==> src/rtl/y2r_pkg.sv <==
// ----------------------------------------------------------------------------
// y2r_pkg : shared types and constants of the 4:2:0 block colour converter
// Full-range BT.601 coefficients in signed Q2.14, plus the sum and clamp
// helpers used by the pipeline.
// ----------------------------------------------------------------------------
package y2r_pkg;

  localparam int unsigned PixW  = 8;
  localparam int unsigned FracW = 14;
  localparam int unsigned DiffW = PixW + 1;       // signed chroma difference
  localparam int unsigned CoefW = 16;             // signed holder of a Q2.14 coefficient
  localparam int unsigned SumW  = DiffW + CoefW;  // fixed-point sum width

  localparam int unsigned NumLuma = 4;
  localparam int unsigned InW     = 6 * PixW;
  localparam int unsigned OutW    = 3 * NumLuma * PixW;

  // Coefficients, Q2.14; CoefRCr rounded up, the others rounded to nearest
  localparam logic signed [CoefW-1:0] CoefRCr = 16'sd22971;  // 1.402
  localparam logic signed [CoefW-1:0] CoefGCb = 16'sd5636;   // 0.344
  localparam logic signed [CoefW-1:0] CoefGCr = 16'sd11698;  // 0.714
  localparam logic signed [CoefW-1:0] CoefBCb = 16'sd29032;  // 1.772

  typedef logic [PixW-1:0]         pix_t;
  typedef logic signed [DiffW-1:0] diff_t;
  typedef logic signed [SumW-1:0]  sum_t;

  // Remove the chroma offset of 128: flip the top bit and sign-extend
  function automatic diff_t chroma_diff(input pix_t c);
    return {~c[PixW-1], ~c[PixW-1], c[PixW-2:0]};
  endfunction

  // Place a luma sample at the binary point of the sum
  function automatic sum_t luma_base(input pix_t y);
    return {{(SumW-PixW-FracW){1'b0}}, y, {FracW{1'b0}}};
  endfunction

  // Truncate toward zero and clamp to 0..255; negative sums give zero
  function automatic pix_t clamp_pix(input sum_t s);
    pix_t r;
    if (s[SumW-1]) begin
      r = '0;
    end else if (|s[SumW-2:FracW+PixW]) begin
      r = '1;
    end else begin
      r = s[FracW+PixW-1:FracW];
    end
    return r;
  endfunction

endpackage

==> src/rtl/yuv420_block_to_rgb.sv <==
// ----------------------------------------------------------------------------
// yuv420_block_to_rgb : 2x2 luma block plus shared Cb/Cr to four RGB pixels
// Full-range BT.601 conversion in Q2.14 fixed point, four register stages.
// ----------------------------------------------------------------------------
//  channel  | dir | tdata fields, lowest bits first
//  s_axis   | in  | luma_top_left, luma_top_right, luma_bottom_left,
//           |     | luma_bottom_right, blue_diff, red_diff (8 bits each)
//  m_axis   | out | red/green/blue of tl, tr, bl, br pixel (8 bits each)
//
// One block per cycle sustained while m_axis is not stalled; a block passes
// through four register stages (chroma offset, coefficient products, per-pixel
// sums, clamp into the output register) on its way to m_axis.
// Reset clears only the stage valid bits. A stall on m_axis holds the full
// stages; empty stages still fill, so no transfer is lost or repeated.
// ----------------------------------------------------------------------------
module yuv420_block_to_rgb (
  input  logic                      clk_i,
  input  logic                      rst_ni,
  input  logic                      s_axis_tvalid,
  output logic                      s_axis_tready,
  // luma_top_left, luma_top_right, luma_bottom_left, luma_bottom_right,
  // blue_diff, red_diff
  input  logic [y2r_pkg::InW-1:0]   s_axis_tdata,
  output logic                      m_axis_tvalid,
  input  logic                      m_axis_tready,
  // red_tl, green_tl, blue_tl, red_tr, green_tr, blue_tr,
  // red_bl, green_bl, blue_bl, red_br, green_br, blue_br
  output logic [y2r_pkg::OutW-1:0]  m_axis_tdata
);

  localparam int unsigned NL = y2r_pkg::NumLuma;
  localparam int unsigned PW = y2r_pkg::PixW;

  // Stage valid bits and advance enables
  logic [3:0] vld_q, vld_d;
  logic [3:0] adv;

  always_comb begin
    adv[3] = !vld_q[3] || m_axis_tready;
    adv[2] = !vld_q[2] || adv[3];
    adv[1] = !vld_q[1] || adv[2];
    adv[0] = !vld_q[0] || adv[1];
  end

  assign s_axis_tready = adv[0];
  assign m_axis_tvalid = vld_q[3];

  always_comb begin
    vld_d[0] = adv[0] ? s_axis_tvalid : vld_q[0];
    vld_d[1] = adv[1] ? vld_q[0]      : vld_q[1];
    vld_d[2] = adv[2] ? vld_q[1]      : vld_q[2];
    vld_d[3] = adv[3] ? vld_q[2]      : vld_q[3];
  end

  always_ff @(posedge clk_i or negedge rst_ni) begin
    if (!rst_ni) begin
      vld_q <= '0;
    end else begin
      vld_q <= vld_d;
    end
  end

  // Stage 1: capture lumas and remove the chroma offset
  y2r_pkg::pix_t  s1_luma_q [NL];
  y2r_pkg::diff_t s1_cb_q, s1_cr_q;

  always_ff @(posedge clk_i) begin
    if (adv[0]) begin
      for (int i = 0; i < NL; i++) begin
        s1_luma_q[i] <= s_axis_tdata[i*PW +: PW];
      end
      s1_cb_q <= y2r_pkg::chroma_diff(s_axis_tdata[NL*PW +: PW]);
      s1_cr_q <= y2r_pkg::chroma_diff(s_axis_tdata[(NL+1)*PW +: PW]);
    end
  end

  // Stage 2: the four coefficient products, shared by all pixels
  y2r_pkg::pix_t s2_luma_q [NL];
  y2r_pkg::sum_t s2_r_cr_q, s2_g_cb_q, s2_g_cr_q, s2_b_cb_q;

  always_ff @(posedge clk_i) begin
    if (adv[1]) begin
      s2_luma_q <= s1_luma_q;
      s2_r_cr_q <= s1_cr_q * y2r_pkg::CoefRCr;
      s2_g_cb_q <= s1_cb_q * y2r_pkg::CoefGCb;
      s2_g_cr_q <= s1_cr_q * y2r_pkg::CoefGCr;
      s2_b_cb_q <= s1_cb_q * y2r_pkg::CoefBCb;
    end
  end

  // Stage 3: per-pixel fixed-point sums
  y2r_pkg::sum_t s3_sum_q [3*NL];

  always_ff @(posedge clk_i) begin
    if (adv[2]) begin
      for (int i = 0; i < NL; i++) begin
        s3_sum_q[3*i]   <= y2r_pkg::luma_base(s2_luma_q[i]) + s2_r_cr_q;
        s3_sum_q[3*i+1] <= y2r_pkg::luma_base(s2_luma_q[i]) - s2_g_cb_q - s2_g_cr_q;
        s3_sum_q[3*i+2] <= y2r_pkg::luma_base(s2_luma_q[i]) + s2_b_cb_q;
      end
    end
  end

  // Stage 4: clamp into the output register
  logic [y2r_pkg::OutW-1:0] out_q;

  always_ff @(posedge clk_i) begin
    if (adv[3]) begin
      for (int k = 0; k < 3*NL; k++) begin
        out_q[k*PW +: PW] <= y2r_pkg::clamp_pix(s3_sum_q[k]);
      end
    end
  end

  assign m_axis_tdata = out_q;

  // Checks
  a_ready_when_room: assert property (@(posedge clk_i) disable iff (!rst_ni)
    !(&vld_q) |-> s_axis_tready)
    else $error("input stalled while a stage is empty");

  a_hold_sums: assert property (@(posedge clk_i) disable iff (!rst_ni)
    vld_q[2] && !adv[2] |=> vld_q[2] && $stable(s3_sum_q[0]) && $stable(s3_sum_q[11]))
    else $error("stalled sum stage lost its contents");

  a_out_from_sums: assert property (@(posedge clk_i) disable iff (!rst_ni)
    $rose(m_axis_tvalid) |-> $past(vld_q[2]))
    else $error("output valid without an item in the sum stage");

endmodule
==> config.mk <==
export PLATFORM = sky130hd
export DESIGN_NAME = yuv420_block_to_rgb
export DESIGN_NICKNAME = d
export VERILOG_FILES = /design/src/rtl/y2r_pkg.sv /design/src/rtl/yuv420_block_to_rgb.sv
export SDC_FILE = /design/constraint.sdc
export NUM_CORES = 1
export LEC_CHECK = 0
export BUFFER_PORTS_ARGS = -buffer_cell sky130_fd_sc_hd__buf_2
export CORE_ASPECT_RATIO = 1.5
export CORE_MARGIN = 4
export CORE_UTILIZATION = 55
export CTS_BUF_LIST = sky130_fd_sc_hd__clkbuf_16
export DETAILED_ROUTE_END_ITERATION = 6
export GPL_TIMING_DRIVEN = 1
export PLACE_DENSITY = 0.81
export SYNTH_ARGS = -nofsm -noshare
export SYNTH_HDL_FRONTEND = slang
export SYNTH_SLANG_ARGS = --single-unit
==> constraint.sdc <==
create_clock -name clk_i -period 9.6 [get_ports clk_i]
set_clock_uncertainty 0.1 [all_clocks]
set_input_delay 1.92 -clock clk_i [delete_from_list [all_inputs] [get_ports clk_i]]
set_output_delay 1.92 -clock clk_i [all_outputs]
set_load 0.02 [all_outputs]
==> out/metrics.csv, run 1 <==
metric,value,unit
status,"finished, final reports clean",
"Reg clk slew, reported paths",0.06,ns
dpl hpwl,39.19,mm
Die Y,258.1,um
sequential area share after synthesis,48.90,%
DR WL met2,26.27,mm
Worst Hold Depth,0,
Mapped Cells,1881,
final WL,48.70,mm
total number of yosys warnings,0,
clock tree buffer depth,3,
Worst Path Max Fanout,11,
initial antenna violation count,0,
Worst Setup Start Kind,flop,
vias per cell,5.295,
grt total ovfl,0,
GRT Total Usage,21.84,%
Sequential Power Share,32.4,%
Post-synth EDFFs,370,
final slew viol count,0,
VDD IR-drop max,0.2001,mV
Critical Path RT,9.77,ns
R2R Path Start,s1_cr_q[7],
DIE WIDTH,174.7,um
pwr/cell area,389.4,nW/um2
cell area after synthesis,22930,um2
core area,41220,um2
hold crit path type,reg2reg,
hold_buf cts,0,
CTS tree,yes,
Hold Path Sink,s2_luma_q[31],
sw power,4.035,mW
async set or reset register ratio after synthesis,1.070,%
Final Hold Viols,0,
Initial Util,55.62,%
largest net degree at the start of global routing,97,
wl on met1,17.17,mm
"delay-heaviest family, CP",adder cells,
ant diodes,0,
WP buf/inv,2,
post-CTS sizing,0,
Crit-path slowest cell,edfxtp_1,
placed cell area,24310,um2
H-tree levels,2,
DRC,0,
MaxCap Viol Count,0,
Synth Flop Type,edfxtp_1,
Internal Pwr Total,5.926,mW
crit path kind,reg2reg,
first-pass GRT wire length,76.82,mm
Post-Syn Nets,2344,
Die Area,45080,um2
max incr delay on CP,0.61,ns
Layout area overhead,11.58,%
Num CTS Buffers,36,
Highest Signal Layer,met4,
"Non-Filler Cell Area, Final",25580,um2
Max Freq,183.9,MHz
GPL Wtd Cong,0.9540,
worst-path cell chain,"fa_1, fa_1, fa_1, inv_1, fa_1, inv_1, ha_1, a2111oi_0, nand3_1, a221o_1, o41ai_4, nor2_1, a2111oi_0, nor2_1",
Clk pwr share,15.1,%
number of global-route vias before repair,14700,
IO Port Bufs,149,
Worst-Margin Slew,1.188,ns
CP dominant cell by count,fa_1,
CTS sink count,374,
"FF+latch count, synth",374,
remaining antenna violation count,0,
crit share post-route,56.66,%
first drt pass iteration count,5,
Post-CTS Setup Inserts,0,
Overall Power,9.962,mW
met3 WL,2.063,mm
Via Count,13910,
area of the multi-input gates,10490,um2
FF+latch area,11210,um2
Reg2Reg Depth,14,
Critical R2R Capture,s2_r_cr_q[20],
sw frac,40.51,%
Layout Nets,2506,
hold path start,s1_luma_q[31],
WL/cell,18.54,um
min cycle time layout,5.439,ns
syn_area_per_cell,12.19,um2
"Clk Latency, worst-skew pair",0.53,ns
layout cell share with drive strength beyond 1,11.36,%
count of different cell masters after synthesis,53,
Leak,11.59,nW
# setup viols final,0,
detailed router's first-iteration violation count,666,
root buffer cell,clkbuf_16,
# fillers,3177,
final setup TNS,0,ns
Max-slew headroom,20.81,%
reg2reg setup slack,4.16,ns
Setup crit end kind,flop,
IO Pins,150,
RSZ-0062 raised after global routing,no,
CP arrival,5.61,ns
Placement Rows,91,
Logic pwr share,52.5,%
Hold WS,0.3170,ns
-- power groups by stage --
stage / Combinational (mW) / Clock (mW) / Sequential [mW]
4_1_cts: 5.25 / 1.54 / 3.23
2_1_floorplan: 3.74 / 0 / 3.26
5_1_grt: 5.86 / 1.60 / 3.28
3_5_place_dp: 5.20 / 0 / 3.25
3_3_place_gp: 5.01 / 0 / 3.23
6_report: 5.23 / 1.51 / 3.22
-- sequential cells by signal, summed over array words and instances, names as in the netlist --
register	cells
s1_luma_q	32
s1_cr_q	8
s1_cb_q	8
s2_b_cb_q	12
s2_g_cr_q	21
s2_g_cb_q	18
vld_q	4
s2_r_cr_q	11
s2_luma_q	32
s3_sum_q	132
m_axis_tdata	96
-- synthesized netlist by cell type (3+ instances only) --
master	instances	share of area, %
nor2_1	259	4.2
nand4_1	3	0.082
buf_1	14	0.23
a21boi_0	9	0.29
nand2_1	24	0.39
clkbuf_1	15	0.25
ha_1	287	16
a211oi_1	3	0.098
a31oi_1	11	0.30
and3_1	8	0.22
fa_1	124	11
inv_1	303	5.0
xor2_1	44	1.7
a21oi_1	79	1.7
nor3_1	19	0.41
or2_2	17	0.46
dfrtp_1	4	0.44
o21a_1	12	0.39
nand3_1	11	0.24
xnor2_1	84	3.2
and2_1	5	0.14
edfxtp_1	370	48
nor2b_1	22	0.60
o21ai_1	7	0.15
o31ai_1	5	0.16
nand2b_1	15	0.41
o21bai_1	20	0.65
o21ai_0	42	0.92
a21o_1	34	1.1
-- metal layers --
metal / track usage [%] / up-vias
li1: - / 6711
met4: 12.43 / 0
met5: 0 / -
met3: 2.709 / 146
met1: 23.17 / 6662
met2: 41.34 / 390
-- how the worst max path moves through the flow --
| stage | startpoint | end | slack [ns] | cells after the start |
|---|---|---|---|---|
| CTS | m_axis_tready | s_axis_tready | 4.19 | 5 |
| floorplan | m_axis_tready | s_axis_tready | 3.88 | 2 |
| detailed placement | m_axis_tready | s_axis_tready | 4.20 | 5 |
| global route | s1_cr_q[5] | s2_r_cr_q[20] | 3.76 | 14 |
| global placement | s1_cr_q[0] | s2_r_cr_q[20] | 4.26 | 17 |
| finish | s1_cr_q[7] | s2_r_cr_q[20] | 4.16 | 14 |
-- cell usage in the layout, fill, tap and decap left out, drive strengths merged, types with 8 or more instances in the layout --
| cell | synthesis | layout |
|---|---|---|
| a21boi | 10 | 10 |
| a21o | 34 | 34 |
| a21oi | 80 | 80 |
| a31oi | 11 | 11 |
| and3 | 8 | 8 |
| buf | 14 | 153 |
| clkbuf | 15 | 37 |
| clkinv | 0 | 11 |
| edfxtp | 370 | 370 |
| fa | 124 | 124 |
| ha | 287 | 287 |
| inv | 303 | 309 |
| nand2 | 24 | 24 |
| nand2b | 15 | 15 |
| nand3 | 11 | 11 |
| nor2 | 259 | 259 |
| nor2b | 22 | 22 |
| nor3 | 19 | 19 |
| o21a | 12 | 12 |
| o21ai | 49 | 49 |
| o21bai | 20 | 20 |
| or2 | 18 | 18 |
| xnor2 | 84 | 84 |
| xor2 | 44 | 44 |
-- layout make-up --
type,count,share of cell area (%)
flip-flops and latches,374,43.83
multi-input cells,1175,41.00
inverters,303,4.451
clock buffers,37,3.620
repair buffers,153,3.033
well taps,558,2.729
clock inverters,27,1.335
-- kinds of logic (layout without fill, tap and decap cells) --
| kind of cell | Yosys count | after routing | share of synthesized area, % |
|---|---|---|---|
| adder cells (fa/ha/maj) | 411 | 411 | 26.49 |
| buffers and inverters | 332 | 520 | 5.436 |
| XOR/XNOR | 128 | 128 | 4.890 |
| AO/OA/AOI/OAI | 245 | 245 | 6.822 |
| AND/OR/NAND/NOR | 391 | 391 | 7.461 |
| flip-flops | 374 | 374 | 48.90 |
-- metrics by stage --
| stage | cells | utilization [%] | worst slack, ns |
|---|---|---|---|
| finish | 2627 | 62.06 | 4.161 |
| global route | 2627 | 62.06 | 3.762 |
| CTS | 2627 | 62.06 | 4.188 |
| detailed placement | 2563 | 58.99 | 4.199 |
| global placement | 2563 | 58.99 | 4.264 |
| floorplan | 1881 | - | 3.882 |
Power figures use the tool's default switching activity.
==> run 2, diff against run 1 <==
--- a/config.mk
+++ b/config.mk
@@ -5,6 +5,7 @@
 export SDC_FILE = /design/constraint.sdc
 export NUM_CORES = 1
 export LEC_CHECK = 0
+export ABC_AREA = 1
 export BUFFER_PORTS_ARGS = -buffer_cell sky130_fd_sc_hd__buf_2
 export CORE_ASPECT_RATIO = 1.5
 export CORE_MARGIN = 4
@@ -12,7 +13,7 @@
 export CTS_BUF_LIST = sky130_fd_sc_hd__clkbuf_16
 export DETAILED_ROUTE_END_ITERATION = 6
 export GPL_TIMING_DRIVEN = 1
-export PLACE_DENSITY = 0.81
+export PLACE_DENSITY = 0.84
 export SYNTH_ARGS = -nofsm -noshare
 export SYNTH_HDL_FRONTEND = slang
 export SYNTH_SLANG_ARGS = --single-unit
==> constraint.sdc (replaced) <==
create_clock -name clk_i -period 4.6 [get_ports clk_i]
set_clock_uncertainty 0.1 [all_clocks]
set_input_delay 0.92 -clock clk_i [delete_from_list [all_inputs] [get_ports clk_i]]
set_output_delay 0.92 -clock clk_i [all_outputs]
set_load 0.02 [all_outputs]
==> run 2 against run 1 <==
Net effect:
- utilization is 0.49 points lower
- final area is 13% higher
- sequential share of layout area is 5.0 points lower
- worst setup slack worse by 3.8 ns
- global-route usage is 6.4 points higher
- wire length is 48% higher
- critical path depth is 1 lower
- synthesized area is 14% higher
- cell count is 34% higher
- non-clock buffer count is 15 higher
==> out/metrics.csv, run 2 <==
metric,value,unit
Max Freq,237.0,MHz
initial antenna violation count,0,
Die Y,274.6,um
WL/cell,20.52,um
async set or reset register ratio after synthesis,1.070,%
Die Area,51000,um2
RSZ-0062 raised after global routing,no,
cell with the most instances after synthesis,inv_1,
DRC,0,
count of different cell masters after synthesis,36,
final slew viol count,0,
CP arrival,4.40,ns
root buffer cell,clkbuf_16,
Mapped Cells,2707,
dpl hpwl,58.79,mm
DIE WIDTH,185.7,um
max reg flops,132,
worst-path cell chain,"fa_1, fa_1, inv_1, fa_1, inv_1, fa_1, ha_1, a21oi_1, a21boi_0, nor2_1, nor2_1, nand2_1, xor2_1",
max incr delay on CP,0.59,ns
syn_area_per_cell,9.627,um2
detailed router's first-iteration violation count,1554,
hold_buf cts,0,
CTS tree,yes,
vias per cell,5.670,
Crit-path slowest cell,fa_1,
Largest Register,s3_sum_q,
final setup TNS,0,ns
ant diodes,0,
post-CTS sizing,0,
"FF+latch count, synth",374,
Worst Setup Start Kind,flop,
first-pass GRT wire length,109.9,mm
Synth top area share,42.63,%
# setup viols final,0,
first drt pass iteration count,7,
Via Count,19920,
grt total ovfl,0,
WP buf/inv,2,
"most common cell after layout, fill and taps aside",inv_1,
Post-synth top cells,"inv_1, nand2_1, edfxtp_1, ha_1, a21oi_1",
layer with the highest usage,met2,
Layout Nets,3356,
layout cell share with drive strength beyond 1,8.664,%
"Non-Filler Cell Area, Final",28840,um2
Num CTS Buffers,36,
Worst Path Max Fanout,5,
GPL Wtd Cong,1.085,
hold crit path type,in2async,
CTS sink count,374,
largest net degree at the start of global routing,76,
Post-CTS Setup Inserts,0,
placed cell area,27640,um2
CP dominant cell by count,fa_1,
Worst-Margin Slew,0.9821,ns
Synth Flop Type,edfxtp_1,
most frequent cells in the layout,"inv_1, nand2_1, edfxtp_1, ha_1, a21oi_1",
GRT Total Usage,28.27,%
"delay-heaviest family, CP",adder cells,
Critical Path RT,4.78,ns
MaxCap Viol Count,0,
remaining antenna violation count,0,
post-synth top area cell,edfxtp_1,
clock tree buffer depth,3,
core area,46850,um2
status,"finished, final reports clean",
"Reg clk slew, reported paths",0.06,ns
"Clk Latency, worst-skew pair",0.55,ns
Max-slew headroom,34.53,%
H-tree levels,2,
Layout area overhead,10.68,%
IO Pins,150,
crit share post-route,91.74,%
Final Hold Viols,0,
Post-Syn Nets,3170,
Initial Util,55.63,%
Placement Rows,97,
cell area after synthesis,26060,um2
sequential area share after synthesis,43.02,%
min cycle time layout,4.220,ns
routing usage on met3,3.373,%
IO Port Bufs,149,
M1 GR Usage,30.08,%
Post-synth EDFFs,370,
Setup crit end kind,flop,
synth top area cells,"edfxtp_1, ha_1, fa_1",
met2 Use GR,50.98,%
final WL,72.10,mm
crit path kind,reg2reg,
total number of yosys warnings,0,
number of global-route vias before repair,20450,
==> run 2: cell types whose count changed in the layout (fill, tap and decap cells not counted), moves of 22 or more <==
cell     before  now
nand2_1      23  477
inv_1       302  533
a21oi_1      79  265
nand3_1      10  114
nor2_1      259  162
xnor2_1      84   37
nand4_1       3   48
o21ai_0      42   82
nor2b_1      22    0
==> run 2: per-layer routing <==
layer | routed length, um | up-vias
met5 | 0 | -
met4 | 6458 | 0
met3 | 4140 | 314
met2 | 36980 | 884
met1 | 24520 | 9362
li1 | - | 9363
==> run 2: cells by family after synthesis <==
group                    share of synthesized area (%)
AND/OR/NAND/NOR                                  13.98
buffers and inverters                            8.003
adder cells (fa/ha/maj)                          23.30
AO/OA/AOI/OAI                                    8.368
flip-flops                                       43.02
XOR/XNOR                                         3.327
==> run 2: layout make-up <==
| cell class | instances | area, um2 |
|---|---|---|
| Fill cell | 3882 | 18000 |
| Multi-Input combinational cell | 1778 | 12770 |
| Sequential cell | 374 | 11210 |
| Inverter | 535 | 2019 |
| Clock buffer | 36 | 900.9 |
| Timing Repair Buffer | 168 | 888.4 |
| Tap cell | 594 | 743.2 |
| Clock inverter | 29 | 306.5 |
==> run 2: metrics by stage <==
stage | hold WS (ns) | util (%) | setup WS (ns) | cells
after floorplan | 0.3003 | - | -2.539 | 2707
after global placement | 0.3011 | 58.99 | 0.4599 | 3449
after detailed placement | 0.3054 | 58.99 | 0.3895 | 3449
after CTS | 0.03979 | 61.57 | 0.3824 | 3514
after global routing | 0.04704 | 61.57 | 0.1114 | 3514
final | 0.06106 | 61.57 | 0.3802 | 3514
==> run 2: worst paths after layout <==
path	start	endpoint	slack, ns	cells after the start
setup / recovery	s1_cr_q[5]	s2_g_cr_q[19]	0.38	13
hold reg to reg	s1_luma_q[28]	s2_luma_q[28]	0.30	0
hold / removal	rst_ni	vld_q[2]	0.06	1
setup reg to reg	s1_cr_q[5]	s2_g_cr_q[19]	0.38	13
max in group asynchronous	rst_ni	vld_q[1]	4.20	1
min in group clk_i	s1_luma_q[28]	s2_luma_q[28]	0.30	0
==> run 2: worst register-to-register path, stage by stage (launching register included) <==
cell and delay [ns]:
edfxtp_1 0.43, fa_1 0.54, fa_1 0.59, inv_1 0.08, fa_1 0.50, inv_1 0.05, fa_1 0.45, ha_1 0.38
a21oi_1 0.22, a21boi_0 0.27, nor2_1 0.07, nor2_1 0.08, nand2_1 0.06, xor2_1 0.13
Power of run 2 is not shown: default switching activity piles up to over one toggle a cycle in this logic, so the estimate is an artifact.
